===== src/sv/tcp_syn_probe_field_extractor_assert.svh =====
// Assertion macros shared by the extractor's RTL files.
// Each macro expects a signal named clk in the enclosing module; TSP_ASSERT also expects rst_n.
`ifndef TCP_SYN_PROBE_FIELD_EXTRACTOR_ASSERT_SVH
`define TCP_SYN_PROBE_FIELD_EXTRACTOR_ASSERT_SVH

`ifndef SYNTHESIS

// Property checked at every edge outside reset.
`define TSP_ASSERT(label, prop, msg) \
    label: assert property (@(posedge clk) disable iff (!rst_n) (prop)) else $error(msg);

// Property checked at every edge, reset included.
`define TSP_ASSERT_ALWAYS(label, prop, msg) \
    label: assert property (@(posedge clk) (prop)) else $error(msg);

`else

`define TSP_ASSERT(label, prop, msg)
`define TSP_ASSERT_ALWAYS(label, prop, msg)

`endif

`endif


===== src/sv/tsp_pkg.sv =====
// Types, codes and constants of the TCP SYN probe field extractor.
// No dependencies; used by every RTL module of the block.
`timescale 1ns / 1ps
`default_nettype none

package tsp_pkg;

    // Link type register codes.
    localparam logic [1:0] LINK_ETH    = 2'd0;
    localparam logic [1:0] LINK_WIFI   = 2'd1;
    localparam logic [1:0] LINK_COOKED = 2'd2;

    // Link header lengths in bytes.
    localparam logic [4:0] ETH_LEN    = 5'd14;
    localparam logic [4:0] WIFI_LEN   = 5'd24;
    localparam logic [4:0] COOKED_LEN = 5'd16;

    localparam int MIN_FRAME     = 44;
    localparam int TCP_BASE_LEN  = 20;
    localparam int TS_MIN_LEFT   = 10;
    localparam int TSVAL_BYTES   = 4;

    // TCP option kinds.
    localparam logic [7:0] OPT_EOL = 8'd0;
    localparam logic [7:0] OPT_NOP = 8'd1;
    localparam logic [7:0] OPT_TS  = 8'd8;

    // Result status codes.
    localparam logic [1:0] ST_OK    = 2'd0;
    localparam logic [1:0] ST_SHORT = 2'd1;
    localparam logic [1:0] ST_TRUNC = 2'd2;

    typedef enum logic [5:0] {
        PH_KIND  = 6'b000001,
        PH_LEN   = 6'b000010,
        PH_SKIP  = 6'b000100,
        PH_TSLEN = 6'b001000,
        PH_TSVAL = 6'b010000,
        PH_DONE  = 6'b100000
    } opt_phase_t;

    typedef struct packed {
        logic [1:0]  status;
        logic [31:0] source_address;
        logic [31:0] sequence_number;
        logic [31:0] timestamp_value;
    } tsp_result_t;

    function automatic logic [4:0] link_len(input logic [1:0] kind);
        logic [4:0] len;
        case (kind)
            LINK_WIFI:   len = WIFI_LEN;
            LINK_COOKED: len = COOKED_LEN;
            default:     len = ETH_LEN;
        endcase
        return len;
    endfunction

endpackage

`default_nettype wire


===== src/sv/tsp_parser.sv =====
// Byte parser: input register, header field collectors and TCP option walk,
// with the result formed at the frame's last byte. Depends on tsp_pkg.
`timescale 1ns / 1ps
`default_nettype none

module tsp_parser
    import tsp_pkg::*;
#(
    parameter int POSITION_BITS = 16
)
(
    input  wire logic        clk,
    input  wire logic        rst_n,
    input  wire logic        accept,
    input  wire logic [7:0]  frame_byte,
    input  wire logic        frame_last,
    input  wire logic [1:0]  link_type,
    output logic             pending,
    output logic             res_valid,
    output tsp_result_t      res
);

    `include "tcp_syn_probe_field_extractor_assert.svh"

    localparam int XW = POSITION_BITS + 1;

    logic                     byte_valid_reg;
    logic [7:0]               byte_reg;
    logic                     last_reg;

    logic [POSITION_BITS-1:0] pos_reg, pos_next;
    logic [3:0]               ihl_reg, ihl_next;
    logic [3:0]               thl_reg, thl_next;
    logic [31:0]              src_reg, src_next;
    logic [31:0]              seq_reg, seq_next;
    logic [31:0]              ts_reg, ts_next;
    opt_phase_t               phase_reg, phase_next;
    logic [5:0]               left_reg, left_next;
    logic [7:0]               skip_reg, skip_next;
    logic                     found_reg, found_next;

    logic                     active;
    logic [XW-1:0]            pos_x;
    logic [XW-1:0]            lh_x;
    logic [XW-1:0]            t_x;
    logic [XW-1:0]            caplen;
    logic                     at_offset;
    logic                     in_opts;

    // Input register: the accepted word is parsed in the following cycle.
    always_ff @(posedge clk or negedge rst_n)
    begin
        if (!rst_n)
        begin
            byte_valid_reg <= 1'b0;
        end
        else
        begin
            byte_valid_reg <= accept;
        end
    end

    always_ff @(posedge clk)
    begin
        if (accept)
        begin
            byte_reg <= frame_byte;
            last_reg <= frame_last;
        end
    end

    assign pending = byte_valid_reg & last_reg;

    always_comb
    begin
        active = byte_valid_reg && (pos_reg != {POSITION_BITS{1'b1}});
        pos_x  = {1'b0, pos_reg};
        lh_x   = XW'(link_len(link_type));

        ihl_next = (active && pos_x == lh_x) ? byte_reg[3:0] : ihl_reg;
        t_x      = lh_x + XW'({ihl_next, 2'b00});

        src_next = src_reg;
        if (active && pos_x >= lh_x + XW'(12) && pos_x <= lh_x + XW'(15))
        begin
            src_next = {src_reg[23:0], byte_reg};
        end

        seq_next = seq_reg;
        if (active && pos_x >= t_x + XW'(4) && pos_x <= t_x + XW'(7))
        begin
            seq_next = {seq_reg[23:0], byte_reg};
        end

        thl_next   = thl_reg;
        left_next  = left_reg;
        phase_next = phase_reg;
        skip_next  = skip_reg;
        ts_next    = ts_reg;
        found_next = found_reg;

        at_offset = active && (pos_x == t_x + XW'(12));
        in_opts   = active && (pos_x >= t_x + XW'(TCP_BASE_LEN)) && (phase_reg != PH_DONE);

        if (at_offset)
        begin
            thl_next = byte_reg[7:4];
            if (byte_reg[7:4] >= 4'd5)
            begin
                left_next = {byte_reg[7:4], 2'b00} - 6'(TCP_BASE_LEN);
            end
            else
            begin
                left_next = 6'd0;
            end
            phase_next = (left_next != 6'd0) ? PH_KIND : PH_DONE;
        end
        else if (in_opts)
        begin
            case (phase_reg)
                PH_KIND:
                begin
                    if (left_reg == 6'd0)
                    begin
                        phase_next = PH_DONE;
                    end
                    else if (byte_reg == OPT_NOP)
                    begin
                        left_next = left_reg - 6'd1;
                    end
                    else if (byte_reg == OPT_TS)
                    begin
                        phase_next = (left_reg < 6'(TS_MIN_LEFT)) ? PH_DONE : PH_TSLEN;
                    end
                    else if (byte_reg == OPT_EOL || left_reg < 6'd2)
                    begin
                        phase_next = PH_DONE;
                    end
                    else
                    begin
                        phase_next = PH_LEN;
                    end
                end
                PH_LEN:
                begin
                    if (byte_reg < 8'd2 || byte_reg > {2'b00, left_reg})
                    begin
                        phase_next = PH_DONE;
                    end
                    else
                    begin
                        left_next  = left_reg - byte_reg[5:0];
                        skip_next  = byte_reg - 8'd2;
                        phase_next = (byte_reg != 8'd2) ? PH_SKIP : PH_KIND;
                    end
                end
                PH_SKIP:
                begin
                    skip_next = skip_reg - 8'd1;
                    if (skip_next == 8'd0)
                    begin
                        phase_next = PH_KIND;
                    end
                end
                PH_TSLEN:
                begin
                    skip_next  = 8'(TSVAL_BYTES);
                    phase_next = PH_TSVAL;
                end
                PH_TSVAL:
                begin
                    ts_next   = {ts_reg[23:0], byte_reg};
                    skip_next = skip_reg - 8'd1;
                    if (skip_next == 8'd0)
                    begin
                        found_next = 1'b1;
                        phase_next = PH_DONE;
                    end
                end
                default:
                begin
                    phase_next = phase_reg;
                end
            endcase
        end

        pos_next = active ? pos_reg + POSITION_BITS'(1) : pos_reg;
    end

    // Result for the frame's last word, built from the updated collectors.
    always_comb
    begin
        caplen    = pos_x + XW'(1);
        res_valid = byte_valid_reg & last_reg;
        res       = '0;
        if (caplen < XW'(MIN_FRAME))
        begin
            res.status = ST_SHORT;
        end
        else if (caplen < t_x + XW'(TCP_BASE_LEN))
        begin
            res.status         = ST_TRUNC;
            res.source_address = src_next;
        end
        else
        begin
            res.status          = ST_OK;
            res.source_address  = src_next;
            res.sequence_number = seq_next;
            if (found_next && caplen > t_x + XW'(TCP_BASE_LEN) &&
                caplen >= t_x + XW'({thl_next, 2'b00}))
            begin
                res.timestamp_value = ts_next;
            end
        end
    end

    always_ff @(posedge clk or negedge rst_n)
    begin
        if (!rst_n)
        begin
            pos_reg   <= '0;
            ihl_reg   <= '0;
            thl_reg   <= '0;
            src_reg   <= '0;
            seq_reg   <= '0;
            ts_reg    <= '0;
            phase_reg <= PH_KIND;
            left_reg  <= '0;
            skip_reg  <= '0;
            found_reg <= 1'b0;
        end
        else if (res_valid)
        begin
            // The frame is finished: all per-frame state starts afresh.
            pos_reg   <= '0;
            ihl_reg   <= '0;
            thl_reg   <= '0;
            src_reg   <= '0;
            seq_reg   <= '0;
            ts_reg    <= '0;
            phase_reg <= PH_KIND;
            left_reg  <= '0;
            skip_reg  <= '0;
            found_reg <= 1'b0;
        end
        else
        begin
            pos_reg   <= pos_next;
            ihl_reg   <= ihl_next;
            thl_reg   <= thl_next;
            src_reg   <= src_next;
            seq_reg   <= seq_next;
            ts_reg    <= ts_next;
            phase_reg <= phase_next;
            left_reg  <= left_next;
            skip_reg  <= skip_next;
            found_reg <= found_next;
        end
    end

    `TSP_ASSERT(a_left_bounded, left_reg <= 6'd40, "option bytes left exceed the TCP option space")
    `TSP_ASSERT(a_found_done, found_reg |-> phase_reg == PH_DONE, "timestamp found but walk not finished")
    `TSP_ASSERT(a_short_zero, (res_valid && res.status == ST_SHORT) |-> (res.source_address == 32'd0 && res.sequence_number == 32'd0 && res.timestamp_value == 32'd0), "short frame result carries fields")

endmodule

`default_nettype wire


===== src/sv/tsp_out_buf.sv =====
// Two-entry result buffer: result register plus skid entry, and the input
// stall that keeps it from overflowing. Depends on tsp_pkg.
`timescale 1ns / 1ps
`default_nettype none

module tsp_out_buf
    import tsp_pkg::*;
(
    input  wire logic        clk,
    input  wire logic        rst_n,
    input  wire logic        push,
    input  tsp_result_t      push_res,
    input  wire logic        pending,
    output logic             in_stall,
    output logic             out_valid,
    input  wire logic        out_stall,
    output tsp_result_t      out_res
);

    `include "tcp_syn_probe_field_extractor_assert.svh"

    logic        head_valid_reg;
    logic        skid_valid_reg;
    tsp_result_t head_reg;
    tsp_result_t skid_reg;
    logic        pop;
    logic [1:0]  load;

    assign pop = head_valid_reg & ~out_stall;

    // Entries held next cycle if a word were taken now, counting the one
    // still in the input register.
    always_comb
    begin
        load = {1'b0, head_valid_reg} + {1'b0, skid_valid_reg} + {1'b0, pending}
               - {1'b0, pop};
        in_stall = load[1];
    end

    always_ff @(posedge clk or negedge rst_n)
    begin
        if (!rst_n)
        begin
            head_valid_reg <= 1'b0;
            skid_valid_reg <= 1'b0;
        end
        else
        begin
            if (push)
            begin
                if (!head_valid_reg || (pop && !skid_valid_reg))
                begin
                    head_valid_reg <= 1'b1;
                end
                else if (!pop)
                begin
                    skid_valid_reg <= 1'b1;
                end
            end
            else if (pop)
            begin
                head_valid_reg <= skid_valid_reg;
                skid_valid_reg <= 1'b0;
            end
        end
    end

    always_ff @(posedge clk)
    begin
        if (push)
        begin
            if (!head_valid_reg || (pop && !skid_valid_reg))
            begin
                head_reg <= push_res;
            end
            else if (pop)
            begin
                head_reg <= skid_reg;
                skid_reg <= push_res;
            end
            else
            begin
                skid_reg <= push_res;
            end
        end
        else if (pop)
        begin
            head_reg <= skid_reg;
        end
    end

    assign out_valid = head_valid_reg;
    assign out_res   = head_reg;

    `TSP_ASSERT(a_no_overflow, !(push && head_valid_reg && skid_valid_reg && !pop), "result buffer overflow")
    `TSP_ASSERT(a_skid_behind_head, skid_valid_reg |-> head_valid_reg, "skid entry held without a result")
    `TSP_ASSERT(a_full_stalls, (skid_valid_reg && !pop) |-> in_stall, "input open while buffer is full")

endmodule

`default_nettype wire


===== src/sv/tcp_syn_probe_field_extractor.sv =====
// Extracts source address, sequence number and TCP timestamp from a frame.
// A captured frame enters one byte per word on the input channel; frame_last
// marks its final byte. The link header length follows cfg_data (link_type):
// Ethernet 14, 802.11 24, cooked 16 bytes; code 3 acts as Ethernet.
// For each frame one result word leaves on the output channel with status,
// source_address, sequence_number and timestamp_value.
// Throughput: one byte per cycle while in_stall is low; the parser updates its
// collectors and option walk combinationally from the input register.
// Each result passes the input register, then the result register.
// When the receiver stalls, the result register and a skid entry hold up
// to two results; bytes keep flowing until a held result and the one in
// the input register would fill both, at which point in_stall rises.
// The configuration channel is always ready; the user must write it only while
// idle, which the block does not enforce. Reset sets link_type to Ethernet,
// clears all frame state and empties the result buffer.
`timescale 1ns / 1ps
`default_nettype none

module tcp_syn_probe_field_extractor
    import tsp_pkg::*;
#(
    parameter int POSITION_BITS = 16
)
(
    input  wire logic        clk,
    input  wire logic        rst_n,
    input  wire logic        cfg_valid,
    output logic             cfg_ready,
    input  wire logic [1:0]  cfg_data,
    input  wire logic        in_valid,
    output logic             in_stall,
    input  wire logic [7:0]  frame_byte,
    input  wire logic        frame_last,
    output logic             out_valid,
    input  wire logic        out_stall,
    output logic [1:0]       status,
    output logic [31:0]      source_address,
    output logic [31:0]      sequence_number,
    output logic [31:0]      timestamp_value
);

    logic [1:0]  link_type_reg;
    logic        accept;
    logic        pending;
    logic        res_valid;
    tsp_result_t res;
    tsp_result_t out_res;

    assign cfg_ready = 1'b1;

    always_ff @(posedge clk or negedge rst_n)
    begin
        if (!rst_n)
        begin
            link_type_reg <= LINK_ETH;
        end
        else if (cfg_valid && cfg_ready)
        begin
            link_type_reg <= cfg_data;
        end
    end

    assign accept = in_valid & ~in_stall;

    tsp_parser #(
        .POSITION_BITS (POSITION_BITS)
    ) u_parser (
        .clk        (clk),
        .rst_n      (rst_n),
        .accept     (accept),
        .frame_byte (frame_byte),
        .frame_last (frame_last),
        .link_type  (link_type_reg),
        .pending    (pending),
        .res_valid  (res_valid),
        .res        (res)
    );

    tsp_out_buf u_out_buf (
        .clk       (clk),
        .rst_n     (rst_n),
        .push      (res_valid),
        .push_res  (res),
        .pending   (pending),
        .in_stall  (in_stall),
        .out_valid (out_valid),
        .out_stall (out_stall),
        .out_res   (out_res)
    );

    assign status          = out_res.status;
    assign source_address  = out_res.source_address;
    assign sequence_number = out_res.sequence_number;
    assign timestamp_value = out_res.timestamp_value;

endmodule

`default_nettype wire


===== config.mk =====
export PLATFORM = sky130hd
export DESIGN_NAME = tcp_syn_probe_field_extractor
export DESIGN_NICKNAME = d
export VERILOG_FILES = /design/src/sv/tsp_pkg.sv /design/src/sv/tsp_parser.sv /design/src/sv/tsp_out_buf.sv /design/src/sv/tcp_syn_probe_field_extractor.sv
export VERILOG_INCLUDE_DIRS = /design/src /design/src/sv
export SDC_FILE = /design/constraint.sdc
export NUM_CORES = 1
export LEC_CHECK = 0
export CORE_UTILIZATION = 57
export DETAILED_ROUTE_END_ITERATION = 6
export DONT_BUFFER_PORTS = 1
export GPL_ROUTABILITY_DRIVEN = 0
export PLACE_DENSITY = 0.72
export SLEW_MARGIN = 0
export SYNTH_ARGS = -nofsm -noshare
export SYNTH_HDL_FRONTEND = slang
export SYNTH_SLANG_ARGS = --single-unit
export TNS_END_PERCENT = 10

===== constraint.sdc =====
create_clock -name clk -period 16.8 [get_ports clk]
set_input_delay 0.84 -clock clk [delete_from_list [all_inputs] [get_ports clk]]
set_output_delay 0.84 -clock clk [all_outputs]
set_load 0.02 [all_outputs]

# Yosys cells after proc, flatten, opt, wreduce, memory -nomap -nowiden
# Index checks and enable logic that the tools add are counted.
word_totals:
  output_inout_bits: 101
  regBits: 351
  inputBits: 16
  wordCells: 185
classes:
  mux: 63
  n_eq_ne: 25
  reduce_logical: 35
  n_bitwise: 6
  magnitude_cmp: 14
  addsub: 18
ops:
  columns: ["op", "count"]
  rows:
  - ["two-way mux 98 bit", 3]
  - ["two-way mux 32 bit", 9]
  - ["two-way mux 6 bit", 20]
  - ["two-way mux 96 bit", 1]
  - ["two-way mux 64 bit", 1]
  - [">= comparator 16 x 17 -> 1 bit", 3]
  - ["adder 17 x 3 -> 17 bit, second input constant", 2]
  - ["<= comparator 16 x 17 -> 1 bit", 2]
  - ["two-way mux 34 bit", 1]
  - ["two-way mux 16 bit", 2]
  - ["two-way mux 8 bit", 4]
  - ["one-hot mux 6 bit (5 select lines)", 1]
  - ["one-hot mux 8 bit (3 select lines)", 1]
  - ["adder 16 x 1 -> 17 bit, second input constant", 1]
  - ["adder 17 x 4 -> 17 bit, second input constant", 1]
  - ["adder 17 x 5 -> 17 bit, second input constant", 1]
  - ["adder 17 x 6 -> 17 bit", 1]
  - ["== test 16 x 17 -> 1 bit", 1]
  - [">= comparator 17 bit", 1]
  - ["> comparator 17 bit", 1]
  - ["< comparator 17 bit", 1]
  - ["< comparator 17 x 6 -> 1 bit, second input constant", 1]
  - ["adder 16 x 1 -> 16 bit, second input constant", 1]
  - ["== test 16 x 5 -> 1 bit", 1]
  - ["55 further kinds", 100]

# Depth between registers and ports, before layout
# Gate-level depths: netlist of the first run.
depth:
  depth_word: 19
  depth_mapped: 37
  ltp_nobuf: 35

# By module
# From an unflattened synthesis of the first run, not the netlist that was laid out.
hier_totals:
  cells_unflattened: 1528
  area_unflattened_um2: 17529.3
by_module_without_submodules:
  columns: ["mod", "instances", "cells_per_inst", "area_each_um2"]
  rows:
  - ["tsp_parser", 1, 1090, 9978.3]
  - ["tsp_out_buf", 1, 431, 7460.9]
  - ["tcp_syn_probe_field_extractor", 1, 7, 90.1]

# Worst setup path after synthesis of the first run
# OpenSTA, ideal clock, no wires.
synth_path:
  path_type: "register to register"
  start: "register link_type_reg[0]"
  end: "register u_out_buf.skid_reg[12] (netlist name) (data pin)"
  required_ps: 16534
  setup_slack_ps: 8864
  arrival_time_ps: 7670
  setup_ps: 266
  path_buffers: 2
  stages_incl_launch_ff: 35
  synth_period_minus_slack_ps: 7936
  cell_sequence: "dfrtp_1 inv_1 ha_1 ha_1 or4_4 nor3_4 nand4_2 a21oi_1 inv_1 ha_1 fa_1 xnor2_1 clkinv_1 xnor2_1 nor4b_1 and2b_1 or2b_1 mux2_4 or2_4 o21ai_0 ha_1 a21o_1 a21oi_1 xor2_1 ha_1 o21a_1 o21ai_0 a21oi_1 a211oi_1 o21ai_0 nand2_1 a22o_1 buf_4 clkbuf_1 nor2_1"
synth_rtl:
  columns: ["item", "line_no", "source"]
  rows:
  - ["start, declared", "tcp_syn_probe_field_extractor.sv:42", "logic [1:0] link_type_reg;"]
  - ["start signal, assigned", "tcp_syn_probe_field_extractor.sv:59", "link_type_reg <= cfg_data;"]
  - ["end signal, assigned", "tsp_out_buf.sv:79", "skid_reg <= push_res;"]
  - ["end signal, assigned", "tsp_out_buf.sv:83", "skid_reg <= push_res;"]
  - ["end, declared", "tsp_out_buf.sv:25", "tsp_result_t skid_reg;"]

==> metrics.csv, run 1 <==
stage;metric;value;unit
worst_setup_path;crit_arrival;9.50;ns
pwr;swShare;0.316;
sta;timing.final.ws_setup;7.52;ns
placement;dpl_cell_area;0.0173;mm^2
sta;slew_headroom;0.235;
route;drt_wl_total;36000;um
worst_setup_path;cp-start-kind;flip-flop;
sta;max_freq;108;MHz
cells_and_area;postLayoutCellArea;0.0186;mm^2
worst_setup_path;required;17.02;ns
grt;grt_pass1_wl;58900;um
pwr;pwr-share-comb;0.181;
grt;grt_max_degree;137;
job;cap_violations;0;
pwr;p_switching;782;uW
worst_setup_path;crit_type;flip-flop to flip-flop;
cells_and_area;final_cell_mix;nor2_1, dfrtp_1, nand2_1, mux2i_1, edfxtp_1;
sta;rsz0062_at_grt;no;
placement;numPortBuffers;0;
status;status;complete, no violations;
synth;synth_cell_type_count;86;
cts;cts_resized;0;
grt;grt_usage;0.237;
synth;synth-seq-area-share;0.514;
synth;avgSynthCellArea;10.9;um^2
pwr;p_clk_frac;0.329;
die;ios;117;
cts;cts_tree;done;
sta;hold_viol;0;
cells_and_area;diodes;0;
sta;setup-violations-final;0;
cts;cts_num_sinks;351;
die;core_area;0.0296;mm^2
synth;syn-cell-area;0.0172;mm^2
placement;hpwl;23200;um
sta;period_share;0.552;
placement;post-place-ws;7.61;ns
grt;antenna_found_initial;0;
grt;grt-ovfl-total;0;
route;num_vias;11300;
cells_and_area;final_layout_size_suffix_gt1_frac;0.126;
pwr;leakage;0.00854;uW
placement;place_inst;1886;
synth;synth_warnings;0;
cts;clockBufferDepth;3;
route;drt.antenna.violating_nets;0;
synth;synth-seq-cells;351;
synth;postSynthCellCount;1576;
cts;numCtsBuffers;37;
cts;cts_root_buf;clkbuf_16;
sta;slew_violations;0;
route;wire_per_inst;18.4;um
cts;clk_latency;0.52;ns
sta;period_minus_slack;9.28;ns
worst_setup_path;end_kind;flip-flop;
worst_setup_path;cpPeakStageDelay;0.63;ns
grt;grt_pass1_vias;11000;
route;drtIter0Drc;840;
sta;tightestPinTransition;1.15;ns
cells_and_area;fin_nets;1624;
cts;post-cts-setup-buffers;0;
cells_and_area;fin_util;0.628;
worst_setup_path;worstPathMaxFanout;64;
sta;skew;0.0238;ns
route;wl_met1;16500;um
worst_setup_path;worst-r2r-cell-count;33;
route;route.met3.wl;2070;um
route;highest_layer;met4;
sta;fin_setup_tns;0;ns
route;first_pass_iters;5;
pwr;p_int;1690;uW
route;via_per_inst;5.79;
hold_path;hold_class;input port to async pin;
worst_setup_path;cpMostUsedCell;ha_1;
route;met2WireLength;16800;um
route;drc;0;
die;die_h;176;um
cts;clk_pin_slew;0.06;ns
synth;async_reset_ff_frac;0.416;
die;rows;63;
pwr;power_density;133;mW/mm^2
cells_and_area;layout_commonest_cell;nor2_1;
die;initial_core_util;0.580;
pwr;seq_power_share;0.490;
die;die_w;176;um
die;die_area;0.0308;mm^2
cells_and_area;synthToLayoutAreaGrowth;8.28;%
synth;synth-edff-count;107;
cells_and_area;fill_cells;2383;
cells_and_area;stdcell_count;1956;
pwr;ir_drop;112;uV
cts;ctsHtreeMaxLevel;2;
synth;synth_top_flop_cell;dfrtp_1;
worst_setup_path;crit_slowest_cell;xnor2_1;
[final cells by class]
class / count / area [um^2] / area share
sequential: 351 / 8830 / 0.475
multi-input combinational: 1084 / 7740 / 0.416
clock buffer: 56 / 1130 / 0.0607
tap: 390 / 488 / 0.0262
inverter: 47 / 178 / 0.00955
timing repair buffer: 16 / 125 / 0.00673
clock inverter: 12 / 113 / 0.00605
[repair_timing]
| action | CTS | global route |
|---|---|---|
| hold endpoints to repair | 11 | 1 |
| hold buffers | 1 | 1 |
| setup endpoints to repair | 0 | 0 |
[cell usage after synthesis, types with 14 or more instances]
cell      instances  area (um^2)
xor2_1           14          123
o21ai_0          43          215
nand3_1          20          100
a21oi_1          32          160
o21a_1           33          248
dfxtp_1          98         1960
nand2_1         145          544
mux2_2           64          721
nor2_1          231          867
inv_1            45          169
mux2i_1         144         1440
o31ai_1          39          293
clkbuf_1         59          221
o31ai_2          29          363
dfrtp_1         145         3630
edfxtp_1        107         3210
a21o_1           15          113
nor4_1           15         93.8
xnor2_1          27          236
ha_1             68          851
[critical path, delay by kind of cell (launching register included)]
family / cells / cell delay, ns
XOR/XNOR: 3 / 1.07
AND/OR/NAND/NOR: 9 / 2.11
adder cells (fa/ha/maj): 6 / 1.98
flip-flops: 1 / 0.37
buffers and inverters: 4 / 1.21
AO/OA/AOI/OAI: 10 / 1.91
multiplexers: 1 / 0.27
[path summary, 6_finish.rpt]
check                           slack [ns]                 start                endpoint
min in group clk                      0.41             cfg_valid        link_type_reg[1]
worst min-delay path                  0.03                 rst_n     u_parser.pos_reg[9]
worst max register to register        7.52      link_type_reg[0]  u_out_buf.skid_reg[26]
worst max-delay path                  7.52      link_type_reg[0]  u_out_buf.skid_reg[26]
worst min register to register        0.52  u_parser.src_reg[28]    u_parser.src_reg[28]
max in group asynchronous            15.70                 rst_n        link_type_reg[0]
[power by group through the flow]
| stage | logic (uW) | clock network [uW] | registers [uW] |
|---|---|---|---|
| finish | 447 | 813 | 1210 |
| global route | 506 | 864 | 1230 |
| CTS | 449 | 830 | 1210 |
| detailed placement | 445 | 0 | 1230 |
| floorplan | 373 | 0 | 1190 |
| global placement | 434 | 0 | 1230 |
[metal layers]
metal,global-route usage,vias to the layer above
met4,0.0605,0
met3,0.0470,53
li1,-,5500
met1,0.332,5522
met5,0,-
met2,0.378,260
[cells by family (layout without fill, tap and decap cells)]
| kind of cell | after synthesis | after routing | share of synthesized area |
|---|---|---|---|
| AOI/OAI and AO/OA | 252 | 252 | 0.111 |
| xor gates and xnor gates | 43 | 43 | 0.0233 |
| adders and majority gates | 71 | 71 | 0.0530 |
| buffers and inverters | 143 | 131 | 0.0382 |
| DFF | 351 | 351 | 0.514 |
| muxes | 212 | 212 | 0.129 |
| other | 1 | 3 | 0.000218 |
| and+or+nand+nor | 503 | 503 | 0.132 |
[stage by stage]
| stage | total power [uW] | hold WS (ns) |
|---|---|---|
| 2_1_floorplan | 1560 | 0.481 |
| 5_1_grt | 2600 | 0.00132 |
| 3_3_place_gp | 1660 | 0.497 |
| 6_report | 2470 | 0.0294 |
| 4_1_cts | 2490 | 0.00404 |
| 3_5_place_dp | 1680 | 0.511 |
No activity file was read; power rests on OpenSTA's default activity.
==> inputs of run 2 (changes only) <==
PLACE_DENSITY = 0.75   (was 0.72)
clock period = 7.5 ns   (was 16.8 ns; I/O delays follow)
==> metrics.csv, run 2 (same netlist as run 1, synthesis figures left out) <==
stage;metric;value;unit;change
worst_setup_path;cp-start-kind;flip-flop;;
hold_path;min_path_cells;2;;
cells_and_area;fin_nets;1676;;+3.2%
cts;cts_root_buf;clkbuf_16;;
hold_path;hold_class;input port to flip-flop;;
sta;slew_headroom;0.238;;+0.00353
pwr;p_int;3880;uW;+130%
worst_setup_path;crit_arrival;7.66;ns;-1.84 ns
worst_setup_path;r2r_start;link_type_reg[0];;
sta;hold_viol;0;;unchanged
pwr;swShare;0.321;;+0.00442
cts;ctsHtreeMaxLevel;2;;unchanged
cells_and_area;final_layout_size_suffix_gt1_frac;0.169;;+0.0429
worst_setup_path;worst-r2r-cell-count;34;;+3.0%
grt;grt_pass1_wl;61000;um;+3.6%
sta;period_minus_slack;7.40;ns;-1.88 ns
sta;fin_setup_tns;0;ns;unchanged
die;initial_core_util;0.580;;unchanged
cells_and_area;synthToLayoutAreaGrowth;14.0;%;
route;drtIter0Drc;1000;;+19%
die;die_h;176;um;unchanged
route;via_per_inst;5.90;;+1.8%
route;drt.antenna.violating_nets;0;;unchanged
pwr;seq_power_share;0.475;;-0.015
worst_setup_path;end_kind;flip-flop;;
grt;grt_max_degree;147;;+7.3%
sta;period_share;0.987;;+0.434
placement;hpwl;24200;um;+4.5%
grt;grt_usage;0.248;;+0.0104
route;first_pass_iters;5;;unchanged
sta;timing.hold.ws;0.149;ns;+0.119 ns
pwr;p_clk_frac;0.328;;about the same
sta;slew_violations;0;;unchanged
cts;numCtsBuffers;37;;unchanged
job;cap_violations;0;;unchanged
die;die_area;0.0308;mm^2;unchanged
status;status;complete, no violations;;
pwr;power_density;292;mW/mm^2;+120%
hold_path;hold_start;in_valid;;
die;rows;63;;unchanged
worst_setup_path;timing.reg2reg.setup_slack;0.10;ns;-7.42 ns
worst_setup_path;required;7.76;ns;-9.26 ns
pwr;p_switching;1830;uW;+130%
pwr;ir_drop;178;uV;+59%
pwr;leakage;0.00889;uW;+4.0%
route;wire_per_inst;19.5;um;+6.1%
route;num_vias;11800;;+4.5%
sta;setup-violations-final;0;;unchanged
cells_and_area;multi_input_area;0.00815;mm^2;+5.2%
cells_and_area;fill_cells;2255;;-5.4%
sta;skew;0.0141;ns;-0.00974 ns
cells_and_area;layout_commonest_cell;nor2_1;;
die;die_w;176;um;unchanged
worst_setup_path;cpMostUsedCell;ha_4;;
placement;numPortBuffers;0;;unchanged
worst_setup_path;crit_slowest_cell;fa_2;;
cts;clockBufferDepth;3;;unchanged
cells_and_area;seq_area;0.00883;mm^2;unchanged
route;drt_wl_total;39200;um;+9.0%
worst_setup_path;worstPathMaxFanout;7;;-89%
die;core_area;0.0296;mm^2;unchanged
cts;cts_num_sinks;351;;unchanged
worst_setup_path;rr_endpoint;u_out_buf.skid_reg[15];;
worst_setup_path;crit_type;flip-flop to flip-flop;;
hold_path;whs_endpoint;u_parser.byte_valid_reg;;
cells_and_area;diodes;0;;unchanged
worst_setup_path;cpPeakStageDelay;0.61;ns;-0.02 ns
cells_and_area;final_cell_mix;nor2_1, dfrtp_1, mux2i_1;;
sta;rsz0062_at_grt;yes;;
die;ios;117;;unchanged
cts;clk_latency;0.53;ns;about the same
pwr;pwr-share-comb;0.197;;+0.016
cts;clk_pin_slew;0.06;ns;about the same
grt;grt-ovfl-total;0;;unchanged
grt;antenna_found_initial;0;;unchanged
cts;cts_tree;done;;
sta;max_freq;135;MHz;+25%
grt;grt_pass1_vias;11500;;+4.4%
route;drc;0;;unchanged
sta;tightestPinTransition;1.14;ns;-0.00530 ns
run 2: cell count changes in the layout (fill, tap and decap cells not counted), sizes merged:
cell         previous run  this run
buf                    14        50
dlygate4sd3             2        13
bufinv                  1         4
clkinv                 12         9
inv                    46        48
a22o                   12        13
clkbuf                 56        57
clkinvlp                0         1
run 2: how the worst max path moves through the flow:
stage,startpoint,endpoint,slack (ns),depth (start not counted)
after CTS,link_type_reg[0],u_out_buf.out_res[9],0.01,37
after detailed placement,link_type_reg[0],u_out_buf.skid_reg[18],-0.19,33
after global routing,link_type_reg[0],u_out_buf.skid_reg[15],-0.23,32
final,link_type_reg[0],u_out_buf.skid_reg[15],0.10,34
after floorplan,link_type_reg[0],u_out_buf.skid_reg[12],0.03,35
after global placement,link_type_reg[0],u_out_buf.skid_reg[12],0.10,33
run 2: layer usage:
metal  vias to the layer above  wire [um]  global-route usage
met3                        54       2270              0.0429
met1                      5853      17300               0.339
met4                         0        778              0.0692
li1                       5623          -                   -
met5                         -          0                   0
met2                       313      18900               0.406
run 2: final cells by class:
cell class / count / share of cell area
Multi-Input combinational cell: 1085 / 0.416
Sequential cell: 351 / 0.451
Inverter: 47 / 0.00907
Clock buffer: 53 / 0.0539
Timing Repair Buffer: 67 / 0.0354
Clock inverter: 15 / 0.0101
Tap cell: 390 / 0.0249
run 2: timing repair:
item	in CTS	in global routing
hold endpoints to repair	157	0
setup buffers	1	4
endpoints found under the setup margin	64	64
pin swaps	1	48
hold buffers	14	0
gates resized for setup	7	62
gates cloned	1	6
run 2: critical path: cells and delay by family (launching register included):
kind,cells,cell delay [ns]
flops,1,0.37
buf+inv,6,0.64
fa+ha+maj,8,2.31
xor+xnor,1,0.09
simple gates,9,2.07
compound gates,9,1.44
mux,1,0.18
run 2: metrics by stage:
stage | std cells | setup WS [ns] | total power (uW) | area, um^2 | utilization
2_1_floorplan | 1578 | 0.0333 | 3500 | 17200 | -
3_3_place_gp | 1914 | 0.104 | 3740 | 17600 | 0.594
3_5_place_dp | 1914 | -0.188 | 3780 | 17600 | 0.594
4_1_cts | 1998 | 0.0101 | 5680 | 19100 | 0.644
5_1_grt | 2008 | -0.231 | 5980 | 19600 | 0.661
6_report | 2008 | 0.101 | 5720 | 19600 | 0.661
run 2: power groups by stage:
stage	registers, uW	clock network, uW	logic [uW]
after floorplan	2660	0	840
after global placement	2750	0	994
after detailed placement	2760	0	1020
after CTS	2720	1900	1060
after global routing	2750	1990	1250
final	2710	1880	1130
